[src/hdl/wwbe_pkg.sv]
package wwbe_pkg;

    localparam int unsigned DataWidth = 32;
    localparam logic [15:0] MssReset = 16'd1460;
    localparam logic [15:0] MinWindowReset = 16'd50;
    localparam logic [31:0] InitialRttReset = 32'd20000;

    typedef enum logic [2:0] {
        OP_RTT   = 3'd0,
        OP_FAST  = 3'd1,
        OP_SLOW  = 3'd2,
        OP_LOSS  = 3'd3,
        OP_CWR   = 3'd4,
        OP_START = 3'd5,
        OP_RSVD6 = 3'd6,
        OP_RSVD7 = 3'd7
    } op_t;

    typedef enum logic [1:0] {
        ACT_NONE   = 2'd0,
        ACT_THRESH = 2'd1,
        ACT_WINDOW = 2'd2
    } act_t;

    typedef enum logic [1:0] {
        REG_MSS     = 2'd0,
        REG_MINWIN  = 2'd1,
        REG_INITRTT = 2'd2
    } reg_idx_t;

    typedef struct packed {
        logic [2:0]  operation;
        logic [31:0] now;
        logic [31:0] ack_seq;
        logic [31:0] rtt_ticks;
    } in_item_t;

    typedef struct packed {
        logic [1:0]  action;
        logic [31:0] limit_window;
        logic [31:0] bandwidth_estimate;
        logic [31:0] min_rtt;
    } out_item_t;

    typedef enum logic [2:0] {
        ST_IDLE,
        ST_EVENT,
        ST_SDIV,
        ST_FILTER,
        ST_PROD,
        ST_LSTART,
        ST_LDIV,
        ST_DONE
    } state_t;

    typedef struct packed {
        logic load;
        logic event_step;
        logic sdiv_start;
        logic filter;
        logic prod;
        logic ldiv_start;
        logic finish;
    } cmd_t;

    typedef struct packed {
        logic close_due;
        logic div_busy;
    } sts_t;

endpackage

[src/hdl/wwbe_div.sv]
module wwbe_div #(
    parameter int unsigned Width = wwbe_pkg::DataWidth
) (
    input  logic             clk,
    input  logic             rst_n,
    input  logic             start,
    input  logic [Width-1:0] dividend,
    input  logic [Width-1:0] divisor,
    output logic             busy,
    output logic [Width-1:0] quotient
);

    localparam int unsigned CntWidth = $clog2(Width + 1);

    logic [CntWidth-1:0] count_reg, count_next;
    logic [Width-1:0]    quo_reg, quo_next;
    logic [Width-1:0]    rem_reg, rem_next;
    logic [Width-1:0]    dsr_reg, dsr_next;
    logic [Width:0]      trial;

    assign trial = {rem_reg, quo_reg[Width-1]} - {1'b0, dsr_reg};

    always_comb
    begin
        count_next = count_reg;
        quo_next   = quo_reg;
        rem_next   = rem_reg;
        dsr_next   = dsr_reg;
        if (start)
        begin
            count_next = CntWidth'(Width);
            quo_next   = dividend;
            rem_next   = '0;
            dsr_next   = divisor;
        end
        else if (count_reg != '0)
        begin
            count_next = count_reg - 1'b1;
            if (!trial[Width])
            begin
                rem_next = trial[Width-1:0];
                quo_next = {quo_reg[Width-2:0], 1'b1};
            end
            else
            begin
                rem_next = {rem_reg[Width-2:0], quo_reg[Width-1]};
                quo_next = {quo_reg[Width-2:0], 1'b0};
            end
        end
    end

    always_ff @(posedge clk or negedge rst_n)
    begin
        if (!rst_n)
            count_reg <= '0;
        else
            count_reg <= count_next;
    end

    always_ff @(posedge clk)
    begin
        quo_reg <= quo_next;
        rem_reg <= rem_next;
        dsr_reg <= dsr_next;
    end

    assign busy     = (count_reg != '0);
    assign quotient = quo_reg;

endmodule

[src/hdl/wwbe_datapath.sv]
module wwbe_datapath (
    input  logic                clk,
    input  logic                rst_n,
    input  wwbe_pkg::cmd_t      cmd,
    output wwbe_pkg::sts_t      sts,
    input  wwbe_pkg::in_item_t  item_in,
    input  logic [15:0]         mss,
    input  logic [15:0]         min_window_ticks,
    input  logic [31:0]         initial_rtt_ticks,
    output wwbe_pkg::out_item_t item_out
);

    wwbe_pkg::in_item_t item_reg;
    logic [31:0] raw_reg, raw_next;
    logic [31:0] smooth_reg, smooth_next;
    logic [31:0] wstart_reg, wstart_next;
    logic [31:0] wbytes_reg, wbytes_next;
    logic [31:0] una_reg, una_next;
    logic [31:0] credit_reg, credit_next;
    logic [31:0] lrtt_reg, lrtt_next;
    logic [31:0] minrtt_reg, minrtt_next;
    logic        first_reg, first_next;
    logic        rearm_reg, rearm_next;
    logic [31:0] prod_reg;
    logic [1:0]  action_reg;
    logic [31:0] limit_reg;
    logic [31:0] bw_out_reg;
    logic [31:0] minrtt_out_reg;

    logic [31:0] elapsed, span, got, credit_tmp, una_eff, sample, raw_f, div_a, div_b;
    logic [31:0] div_q;
    logic        div_busy, div_start;

    assign elapsed = item_reg.now - wstart_reg;
    assign span = (lrtt_reg > {16'd0, min_window_ticks}) ? lrtt_reg
                                                          : {16'd0, min_window_ticks};
    assign sts.close_due = (lrtt_reg != '0) && (elapsed > span);
    assign sts.div_busy  = div_busy;
    assign sample = div_q;
    assign raw_f  = (raw_reg * 32'd7 + sample) >> 3;

    assign div_start = cmd.sdiv_start || cmd.ldiv_start;
    assign div_a = cmd.ldiv_start ? prod_reg : wbytes_reg;
    assign div_b = cmd.ldiv_start ? {16'd0, mss} : elapsed;

    wwbe_div #(.Width(wwbe_pkg::DataWidth)) u_div (
        .clk      (clk),
        .rst_n    (rst_n),
        .start    (div_start),
        .dividend (div_a),
        .divisor  (div_b),
        .busy     (div_busy),
        .quotient (div_q)
    );

    always_comb
    begin
        raw_next    = raw_reg;
        smooth_next = smooth_reg;
        wstart_next = wstart_reg;
        wbytes_next = wbytes_reg;
        una_next    = una_reg;
        credit_next = credit_reg;
        lrtt_next   = lrtt_reg;
        minrtt_next = minrtt_reg;
        first_next  = first_reg;
        rearm_next  = rearm_reg;
        una_eff     = first_reg ? item_reg.ack_seq : una_reg;
        got         = item_reg.ack_seq - una_eff;
        credit_tmp  = credit_reg;
        if (cmd.event_step)
        begin
            unique case (wwbe_pkg::op_t'(item_reg.operation))
                wwbe_pkg::OP_RTT:
                begin
                    if (item_reg.rtt_ticks != '0)
                        lrtt_next = item_reg.rtt_ticks;
                end
                wwbe_pkg::OP_FAST, wwbe_pkg::OP_SLOW:
                begin
                    first_next = 1'b0;
                    if (item_reg.operation == wwbe_pkg::OP_SLOW)
                    begin
                        if (got == '0)
                        begin
                            credit_tmp = credit_reg + {16'd0, mss};
                            got = {16'd0, mss};
                        end
                        if (got > {16'd0, mss})
                        begin
                            if (credit_tmp >= got)
                            begin
                                credit_tmp = credit_tmp - got;
                                got = {16'd0, mss};
                            end
                            else
                            begin
                                got = got - credit_tmp;
                                credit_tmp = '0;
                            end
                        end
                        credit_next = credit_tmp;
                    end
                    una_next    = item_reg.ack_seq;
                    wbytes_next = (sts.close_due ? 32'd0 : wbytes_reg) + got;
                    if (sts.close_due)
                        wstart_next = item_reg.now;
                    if (rearm_reg || lrtt_reg < minrtt_reg)
                        minrtt_next = lrtt_reg;
                    rearm_next = 1'b0;
                end
                wwbe_pkg::OP_LOSS:
                    rearm_next = 1'b1;
                wwbe_pkg::OP_START:
                begin
                    raw_next    = '0;
                    smooth_next = '0;
                    wbytes_next = '0;
                    credit_next = '0;
                    rearm_next  = 1'b1;
                    lrtt_next   = initial_rtt_ticks;
                    minrtt_next = initial_rtt_ticks;
                    wstart_next = item_reg.now;
                    una_next    = item_reg.ack_seq;
                    first_next  = 1'b1;
                end
                default: ;
            endcase
        end
        if (cmd.filter)
        begin
            if (raw_reg == '0 && smooth_reg == '0)
            begin
                raw_next    = sample;
                smooth_next = sample;
            end
            else
            begin
                raw_next    = raw_f;
                smooth_next = (smooth_reg * 32'd7 + raw_f) >> 3;
            end
        end
    end

    always_ff @(posedge clk or negedge rst_n)
    begin
        if (!rst_n)
        begin
            raw_reg    <= '0;
            smooth_reg <= '0;
            wstart_reg <= '0;
            wbytes_reg <= '0;
            una_reg    <= '0;
            credit_reg <= '0;
            lrtt_reg   <= wwbe_pkg::InitialRttReset;
            minrtt_reg <= wwbe_pkg::InitialRttReset;
            first_reg  <= 1'b1;
            rearm_reg  <= 1'b1;
        end
        else
        begin
            raw_reg    <= raw_next;
            smooth_reg <= smooth_next;
            wstart_reg <= wstart_next;
            wbytes_reg <= wbytes_next;
            una_reg    <= una_next;
            credit_reg <= credit_next;
            lrtt_reg   <= lrtt_next;
            minrtt_reg <= minrtt_next;
            first_reg  <= first_next;
            rearm_reg  <= rearm_next;
        end
    end

    always_ff @(posedge clk)
    begin
        if (cmd.load)
            item_reg <= item_in;
        if (cmd.prod)
            prod_reg <= 32'(64'(smooth_reg) * 64'(minrtt_reg));
        if (cmd.finish)
        begin
            unique case (wwbe_pkg::op_t'(item_reg.operation))
                wwbe_pkg::OP_LOSS: action_reg <= wwbe_pkg::ACT_THRESH;
                wwbe_pkg::OP_CWR:  action_reg <= wwbe_pkg::ACT_WINDOW;
                default:           action_reg <= wwbe_pkg::ACT_NONE;
            endcase
            if (mss == '0)
                limit_reg <= '1;
            else
                limit_reg <= (div_q > 32'd2) ? div_q : 32'd2;
            bw_out_reg     <= smooth_reg;
            minrtt_out_reg <= minrtt_reg;
        end
    end

    assign item_out.action             = action_reg;
    assign item_out.limit_window       = limit_reg;
    assign item_out.bandwidth_estimate = bw_out_reg;
    assign item_out.min_rtt            = minrtt_out_reg;

endmodule

[src/hdl/wwbe_ctrl.sv]
module wwbe_ctrl (
    input  logic           clk,
    input  logic           rst_n,
    input  logic           in_valid,
    output logic           in_ready,
    output logic           out_valid,
    input  logic           out_ready,
    input  logic [2:0]     operation,
    input  wwbe_pkg::sts_t sts,
    output wwbe_pkg::cmd_t cmd
);

    wwbe_pkg::state_t state_reg, state_next;
    logic             ovalid_reg, ovalid_next;
    logic             is_ack;

    assign is_ack = (operation == wwbe_pkg::OP_FAST) || (operation == wwbe_pkg::OP_SLOW);

    always_comb
    begin
        state_next = state_reg;
        unique case (state_reg)
            wwbe_pkg::ST_IDLE:   if (in_valid) state_next = wwbe_pkg::ST_EVENT;
            wwbe_pkg::ST_EVENT:
            begin
                if (is_ack && sts.close_due)
                    state_next = wwbe_pkg::ST_SDIV;
                else
                    state_next = wwbe_pkg::ST_PROD;
            end
            wwbe_pkg::ST_SDIV:   if (!sts.div_busy) state_next = wwbe_pkg::ST_FILTER;
            wwbe_pkg::ST_FILTER: state_next = wwbe_pkg::ST_PROD;
            wwbe_pkg::ST_PROD:   state_next = wwbe_pkg::ST_LSTART;
            wwbe_pkg::ST_LSTART: state_next = wwbe_pkg::ST_LDIV;
            wwbe_pkg::ST_LDIV:   if (!sts.div_busy) state_next = wwbe_pkg::ST_DONE;
            wwbe_pkg::ST_DONE:
                if (!ovalid_reg || out_ready) state_next = wwbe_pkg::ST_IDLE;
            default:             state_next = wwbe_pkg::ST_IDLE;
        endcase
    end

    always_comb
    begin
        cmd = '0;
        in_ready = 1'b0;
        unique case (state_reg)
            wwbe_pkg::ST_IDLE:
            begin
                in_ready = 1'b1;
                cmd.load = in_valid;
            end
            wwbe_pkg::ST_EVENT:
            begin
                cmd.event_step = 1'b1;
                cmd.sdiv_start = is_ack && sts.close_due;
            end
            wwbe_pkg::ST_SDIV:   cmd.filter = !sts.div_busy;
            wwbe_pkg::ST_FILTER: ;
            wwbe_pkg::ST_PROD:   cmd.prod = 1'b1;
            wwbe_pkg::ST_LSTART: cmd.ldiv_start = 1'b1;
            wwbe_pkg::ST_LDIV:   ;
            wwbe_pkg::ST_DONE:   cmd.finish = !ovalid_reg || out_ready;
            default: ;
        endcase
    end

    always_comb
    begin
        ovalid_next = ovalid_reg;
        if (out_ready)
            ovalid_next = 1'b0;
        if (cmd.finish)
            ovalid_next = 1'b1;
    end

    always_ff @(posedge clk or negedge rst_n)
    begin
        if (!rst_n)
        begin
            state_reg  <= wwbe_pkg::ST_IDLE;
            ovalid_reg <= 1'b0;
        end
        else
        begin
            state_reg  <= state_next;
            ovalid_reg <= ovalid_next;
        end
    end

    assign out_valid = ovalid_reg;

    a_load_idle: assert property (@(posedge clk) disable iff (!rst_n)
        cmd.load |-> state_reg == wwbe_pkg::ST_IDLE)
        else $error("load outside idle");
    a_finish_valid: assert property (@(posedge clk) disable iff (!rst_n)
        cmd.finish |=> ovalid_reg)
        else $error("finished item not presented");
    a_one_start: assert property (@(posedge clk) disable iff (!rst_n)
        !(cmd.sdiv_start && cmd.ldiv_start))
        else $error("divider started twice");

endmodule

[src/hdl/westwood_bandwidth_estimator.sv]
// From input acceptance an item passes the event step, then, if a window closes,
// the bandwidth division and the filter, then the product, the limit division
// and done; a window close runs two serial 32-step divisions, otherwise one.
// The next item is taken once the current one leaves the datapath, while its
// result waits in the output register. Reset (rst_n low, asynchronous) clears the
// estimator state, loads the register defaults and the initial rtt.
module westwood_bandwidth_estimator (
    input  logic                clk,
    input  logic                rst_n,
    input  logic                in_valid,
    output logic                in_ready,
    input  wwbe_pkg::in_item_t  in_data,
    output logic                out_valid,
    input  logic                out_ready,
    output wwbe_pkg::out_item_t out_data,
    input  logic                psel,
    input  logic                penable,
    input  logic                pwrite,
    input  logic [3:0]          paddr,
    input  logic [31:0]         pwdata,
    output logic [31:0]         prdata,
    output logic                pready
);

    logic [15:0] mss_reg;
    logic [15:0] minwin_reg;
    logic [31:0] initrtt_reg;
    logic [2:0]  op_reg;
    wwbe_pkg::cmd_t cmd;
    wwbe_pkg::sts_t sts;

    assign pready = 1'b1;

    always_ff @(posedge clk or negedge rst_n)
    begin
        if (!rst_n)
        begin
            mss_reg     <= wwbe_pkg::MssReset;
            minwin_reg  <= wwbe_pkg::MinWindowReset;
            initrtt_reg <= wwbe_pkg::InitialRttReset;
        end
        else if (psel && penable && pwrite && paddr[1:0] == 2'd0 && paddr[3:2] != 2'd3)
        begin
            unique case (wwbe_pkg::reg_idx_t'(paddr[3:2]))
                wwbe_pkg::REG_MSS:     mss_reg     <= pwdata[15:0];
                wwbe_pkg::REG_MINWIN:  minwin_reg  <= pwdata[15:0];
                wwbe_pkg::REG_INITRTT: initrtt_reg <= pwdata;
                default: ;
            endcase
        end
    end

    always_comb
    begin
        prdata = '0;
        unique case (paddr[3:2])
            wwbe_pkg::REG_MSS:     prdata = {16'd0, mss_reg};
            wwbe_pkg::REG_MINWIN:  prdata = {16'd0, minwin_reg};
            wwbe_pkg::REG_INITRTT: prdata = initrtt_reg;
            default:               prdata = '0;
        endcase
    end

    always_ff @(posedge clk)
    begin
        if (cmd.load)
            op_reg <= in_data.operation;
    end

    wwbe_ctrl u_ctrl (
        .clk       (clk),
        .rst_n     (rst_n),
        .in_valid  (in_valid),
        .in_ready  (in_ready),
        .out_valid (out_valid),
        .out_ready (out_ready),
        .operation (op_reg),
        .sts       (sts),
        .cmd       (cmd)
    );

    wwbe_datapath u_dp (
        .clk               (clk),
        .rst_n             (rst_n),
        .cmd               (cmd),
        .sts               (sts),
        .item_in           (in_data),
        .mss               (mss_reg),
        .min_window_ticks  (minwin_reg),
        .initial_rtt_ticks (initrtt_reg),
        .item_out          (out_data)
    );

endmodule
[config.mk]
export PLATFORM = sky130hd
export DESIGN_NAME = westwood_bandwidth_estimator
export DESIGN_NICKNAME = d
export VERILOG_FILES = /design/src/hdl/wwbe_pkg.sv /design/src/hdl/wwbe_div.sv /design/src/hdl/wwbe_datapath.sv /design/src/hdl/wwbe_ctrl.sv /design/src/hdl/westwood_bandwidth_estimator.sv
export SDC_FILE = /design/constraint.sdc
export NUM_CORES = 2
export LEC_CHECK = 0
export ABC_AREA = 1
export BUFFER_PORTS_ARGS = -buffer_cell sky130_fd_sc_hd__buf_2
export CAP_MARGIN = 20
export CELL_PAD_IN_SITES_DETAIL_PLACEMENT = 0
export CELL_PAD_IN_SITES_GLOBAL_PLACEMENT = 1
export CORE_UTILIZATION = 26
export DETAILED_ROUTE_END_ITERATION = 10
export HOLD_SLACK_MARGIN = 0.06
export PLACE_DENSITY = 0.53
export SETUP_SLACK_MARGIN = 0.05
export SYNTH_ARGS = -nofsm -noshare
export SYNTH_HDL_FRONTEND = slang
export SYNTH_SLANG_ARGS = --single-unit
[constraint.sdc]
create_clock -name clk -period 25.6 [get_ports clk]
set_input_delay 1.28 -clock clk [delete_from_list [all_inputs] [get_ports clk]]
set_output_delay 1.28 -clock clk [all_outputs]
set_load 0.005 [all_outputs]
After elaboration in Yosys (flattened, before gate mapping):

Index checks and enable logic that the tools add are counted.

* memories kept: 0
* output and inout bits: 133
* register bits: 657
* bits in read-only memories: 0
* bits in writable memories: 0
* bits in latches: 0
* bits of input ports: 142
* logic and storage cells: 181

* div/mod/pow operators: 0
* mux-type cells: 61
* add/sub/neg operators: 10
* shifts and indexed selects: 0
* reductions and logical operators: 47
* order comparisons: 6
* multipliers: 3
* equality and inequality tests: 23
* bitwise logic cells: 1

Operator list (number)
* $mux W32: 33
* $pmux W32 S2: 5
* $sub A32 B32 Y32: 4
* $logic_not A32 Y1: 3
* $pmux W32 S3: 1
* $add A32 B32 Y32: 2
* $gt A32 B16 Y1: 2
* $mul A32 B3 Y32 const B: 2
* $reduce_bool A32 Y1: 2
* $sub A33 B32 Y33: 1
* $add A32 B16 Y32: 1
* $add A32 B29 Y32: 1
* $ge A32 B32 Y1: 1
* $gt A32 B2 Y1 const B: 1
* $gt A32 B32 Y1: 1
* $lt A32 B32 Y1: 1
* $mul A32 B32 Y32: 1
* $pmux W3 S8: 1
* $eq A3 B3 Y1 const B: 6
* $logic_not A16 Y1: 1
* $mux W16: 1
* $mux W3: 5
* $reduce_and A2 Y1: 7
* $reduce_bool A2 Y1: 7
* other kinds (23): 61

Logic depth before layout (Yosys ltp):

* depth after elaboration: 15
* mapped depth: 68

Modules after synthesis:

A second synthesis with hierarchy kept.

* cells, all modules: 8567
* area total of the unflattened synthesis: 65705.5 um2

By module, submodules not included
* wwbe_datapath: cells each 7046, area an instance 54954.0 um2, seq. area each 13272.7 um2, instances 1
* wwbe_div: cells each 1066, area an instance 7151.9 um2, seq. area each 2712.6 um2, instances 1
* westwood_bandwidth_estimator: cells each 402, area an instance 3270.6 um2, seq. area each 1709.1 um2, instances 1
* wwbe_ctrl: cells each 53, area an instance 329.1 um2, seq. area each 100.1 um2, instances 1

Worst setup path after synthesis:

No wires, ideal clock.

* kind: in2reg
* from: input in_valid
* to: register u_dp.item_reg[0] (netlist name), enable pin
* required time: 24.801 ns
* buffers on the path: 0
* arrival time: 10.619 ns
* stages: 2
* path slack: 14.182 ns
* path through: inv_1 nor4_1

RTL lines
* start, declared: RTL line westwood_bandwidth_estimator.sv:10 `input logic in_valid,`
* end signal, assigned: RTL line wwbe_datapath.sv:178 `item_reg <= item_in;`
* end, declared: RTL line wwbe_datapath.sv:13 `wwbe_pkg::in_item_t item_reg;`

Worst setup path after layout:

* from: register u_dp.first_reg
* to: register u_dp.wbytes_reg[30]

* word-level cells in the longest chain between the ends: 15
* elaborated cells between the ends (all ways): 21
* those cells by class: 3 x add/sub; 2 x order compare; 15 x mux; 1 x reduce/logical

RTL lines
* start, declared: RTL line wwbe_datapath.sv:22 `logic first_reg, first_next;`
* start signal, assigned: RTL line wwbe_datapath.sv:170 `first_reg <= first_next;`
* $mux W32 *: RTL line wwbe_datapath.sv:68 `una_eff = first_reg ? item_reg.ack_seq : una_reg;`
* $sub A32 B32 Y32 *: RTL line wwbe_datapath.sv:69 `got = item_reg.ack_seq - una_eff;`
* $logic_not A32 Y1: RTL line wwbe_datapath.sv:84 `if (got == '0)`
* $mux W32: RTL line wwbe_datapath.sv:84
* $mux W32: RTL line wwbe_datapath.sv:82 `if (item_reg.operation == wwbe_pkg::OP_SLOW)`
* $mux W32: RTL line wwbe_datapath.sv:73 `unique case (wwbe_pkg::op_t'(item_reg.operation))`
* $mux W32: RTL line wwbe_datapath.sv:71 `if (cmd.event_step)`
* $sub A32 B32 Y32 or $ge A32 B32 Y1 (tied branches): RTL line wwbe_datapath.sv:98, wwbe_datapath.sv:91
* $mux W32: RTL line wwbe_datapath.sv:91 `if (credit_tmp >= got)`
* $mux W32: RTL line wwbe_datapath.sv:89 `if (got > {16'd0, mss})`
* $mux W32 *: RTL line wwbe_datapath.sv:82
* $mux W32 *: RTL line wwbe_datapath.sv:73
* $mux W32 *: RTL line wwbe_datapath.sv:71
* $add A32 B32 Y32 *: RTL line wwbe_datapath.sv:105 `wbytes_next = (sts.close_due ? 32'd0 : wbytes_reg) + got;`
* $pmux W32 S2 *: RTL line wwbe_datapath.sv:73
* end signal, assigned: RTL line wwbe_datapath.sv:165 `wbytes_reg <= wbytes_next;`
* end, declared: RTL line wwbe_datapath.sv:17 `logic [31:0] wbytes_reg, wbytes_next;`

Mark *: on every way between the ends. The rest lies on a longest branch, timed or not. The select of a mux whose other input is x is not followed.
A chain may end at the register's enable or synchronous reset.

==> run summary <==
Sink Count: 654
Buffers & Inverters on Critical Path: 6
CTS tree: yes
Via density: 4.65
row count: 180
Initial Util: 26.2%
DRT iter0 DRCs: 3666
Hold Buf Count CTS: 0
Net Count, Synth: 9212
number of flip-flops in the largest register: 99
Area Growth Syn to Fin: 13.1%
Via Count: 53300
post-route clock period utilization: 46.9%
Worst Path Arrival: 12.60 ns
Final Hold Viols: 0
Mapped Cells: 8019
ys async rst share: 50.3%
Hold Crit Start: u_dp.rearm_reg$_DFFE_PN1P_
Num CTS Buffers: 88
critical path peak fanout: 61
Routed met3 length: 9550 um
Chip Height: 496 um
Top FF cell, synth: dfrtp_1
Yosys top cell area share: 16.7%
chip width: 496 um
Worst-Skew Late Latency: 0.76 ns
remaining antenna violation count: 0
Detailed Routing Iterations Pass 1: 7
post-cts sizing count: 0
layout cell share with drive strength beyond 1: 8.30%
WHS: 0.481 ns
initial antenna violation count: 12
outcome: finished clean
top layer in use: met4
die area: 246000 um2
Largest stage delay, worst path: 1.12 ns
unrepaired setup endpoints after global routing: false
RR Startpoint: u_dp.first_reg$_DFFE_PN1P_
worst-margin pin slew: 1.28 ns
EDFF count, synth: 293
R2R cell count: 57
gpl congestion: 0.907
post-synth top area cell: fa_1
Setup violations, final: 0
Reg area: 17700 um2
CP most frequent cell: nand2_1
Min-Delay Path Class: flip-flop to flip-flop
register area share after synthesis: 27.9%
Root Buffer Master: clkbuf_16
CP startpoint kind: flip-flop
Synth Cell Area: 63300 um2
H-tree depth: 3
Hold Path Sink: u_dp.rearm_reg$_DFFE_PN1P_
Total Routed Length: 253000 um
Post-CTS Setup Bufs: 0
Worst Setup End Kind: flip-flop
Worst Setup Slack, final: 13.60 ns
first-pass GRT wire length: 370000 um
WP data required: 26.21 ns
Post-DP HPWL: 204000 um
Synth cell types: 73
Tot GR Track Use: 20.6%
fmax: 0.0834 GHz
Setup TNS Final: 0 ns
worst clock skew: 0.0643 ns
mean post-synth cell area: 7.90 um2
Overflow after GRT: 0
Area contributors post-synth: fa_1 17%, edfxtp_1 14%, dfrtp_1 12%
Max Root-Sink Buffers: 3
Port Buffer Count: 273
Reg2Reg Setup Slack: 13.60 ns
max-slew violation count: 0
routed len/inst: 22.1 um
Worst slew margin: 14.5%
Ys Warns: 0
multi-input logic area: 38400 um2
flop and latch count out of synthesis: 654
clk slew on worst S/H paths: 0.07 ns
Residual DRC: 0
pin count of the biggest net entering global routing: 74
Max Cap Viol: 0
# fillers: 26200
Final nets: 9408
Crit Path Class: flip-flop to flip-flop
number of I/O pins: 275
Worst path top cell family by delay: simple AND/OR/NAND/NOR gates
number of global-route vias before repair: 54400
M1 wire length: 116000 um
Hold Path Stages: 2
Core ar.: 241000 um2
r2r endpoint: u_dp.wbytes_reg[30]$_DFFE_PN0P_
length of routed met2 wiring: 121000 um
crit path time final: 12.00 ns
Crit-path slowest cell: dfstp_2
Setup WS pre-CTS: 13.79 ns
[synth_stat cells, drive strengths merged (89+ instances only)]
cell type     n
a21oi       510
clkbuf      244
dfrtp       303
edfxtp      293
fa          529
ha          522
inv        1646
nand2      1868
nand3       159
nor2        484
o21ai       579
o22ai       117
xnor2        89
xor2        175
[worst register-to-register path, delay by kind of cell (launching register included)]
family	cells	cell delay (ns)
AO/OA/AOI/OAI	16	3.63
XOR/XNOR	1	0.33
adder cells (fa/ha/maj)	5	1.65
buffers and inverters	6	1.23
flip-flops	1	1.12
AND/OR/NAND/NOR	29	3.87
[kinds of logic (layout without fill, tap and decap cells)]
logic type | Yosys count | after routing | synth area share [%]
XOR/XNOR | 264 | 264 | 3.65
multiplexers | 2 | 2 | 0.0355
AND/OR/NAND/NOR | 2700 | 2700 | 17.4
adder cells (fa/ha/maj) | 1051 | 1051 | 27.0
buffers and inverters | 1924 | 2195 | 11.5
other | 1 | 5 | 0.00592
AO/OA/AOI/OAI | 1423 | 1423 | 12.4
flip-flops | 654 | 654 | 27.9
[how the worst max path moves through the flow]
stage | from | to | cells after the start
2_1_floorplan | in_valid | u_dp.item_reg[0]$_DFFE_PP_ | 2
3_3_place_gp | u_dp.first_reg$_DFFE_PN1P_ | u_dp.wbytes_reg[30]$_DFFE_PN0P_ | 57
5_1_grt | u_dp.first_reg$_DFFE_PN1P_ | u_dp.wbytes_reg[30]$_DFFE_PN0P_ | 57
4_1_cts | u_dp.first_reg$_DFFE_PN1P_ | u_dp.wbytes_reg[30]$_DFFE_PN0P_ | 57
3_5_place_dp | u_dp.first_reg$_DFFE_PN1P_ | u_dp.wbytes_reg[30]$_DFFE_PN0P_ | 57
6_report | u_dp.first_reg$_DFFE_PN1P_ | u_dp.wbytes_reg[30]$_DFFE_PN0P_ | 57
[stage by stage]
| stage | utilization (%) | cells | cell area [um2] |
|---|---|---|---|
| global placement | 28.3 | 11300 | 68400 |
| finish | 29.7 | 11500 | 71600 |
| floorplan | - | 8019 | 63300 |
| detailed placement | 28.4 | 11300 | 68400 |
| CTS | 29.6 | 11500 | 71500 |
| global route | 29.7 | 11500 | 71600 |
[cells in the final DEF, fill, tap and decap left out, types with 14 or more instances in the layout]
| cell | n |
|---|---|
| xor2_1 | 175 |
| clkbuf_16 | 88 |
| dfrtp_1 | 296 |
| dfstp_2 | 26 |
| a31oi_1 | 51 |
| nor4_1 | 28 |
| nand4_1 | 71 |
| dfxtp_1 | 32 |
| a21boi_0 | 14 |
| a211oi_1 | 17 |
| edfxtp_1 | 293 |
| o21a_1 | 22 |
| buf_2 | 273 |
| nand2_2 | 38 |
| nand3_1 | 151 |
| nor2_2 | 15 |
| xnor2_1 | 89 |
| nor3_1 | 44 |
| nor2_1 | 457 |
| inv_2 | 15 |
| o21bai_1 | 23 |
| fa_1 | 529 |
| clkinv_1 | 20 |
| o211ai_1 | 31 |
| inv_1 | 1630 |
| buf_4 | 97 |
| ha_1 | 522 |
| o22ai_1 | 116 |
| o21ai_1 | 27 |
| a21oi_1 | 508 |
| or2_2 | 17 |
| o21ai_0 | 550 |
| nand2_1 | 1824 |
[final cells by class]
type | count | share of cell area [%]
inverter | 1655 | 8.68
clock buffer | 101 | 3.16
multi-input combinational | 5441 | 53.7
timing repair buffer | 375 | 3.07
clock inverter | 64 | 1.14
tap | 3185 | 5.56
antenna | 4 | 0.0140
sequential | 654 | 24.7
[routing by layer]
layer  up-vias  GRT usage, %
li1      25700             -
met2      1144          35.2
met1     26300          27.6
met3       214          2.07
met5         -             0
met4         0          5.68
Power is not shown: default switching activity piles up to over one toggle a cycle in this logic, so the estimate is an artifact.
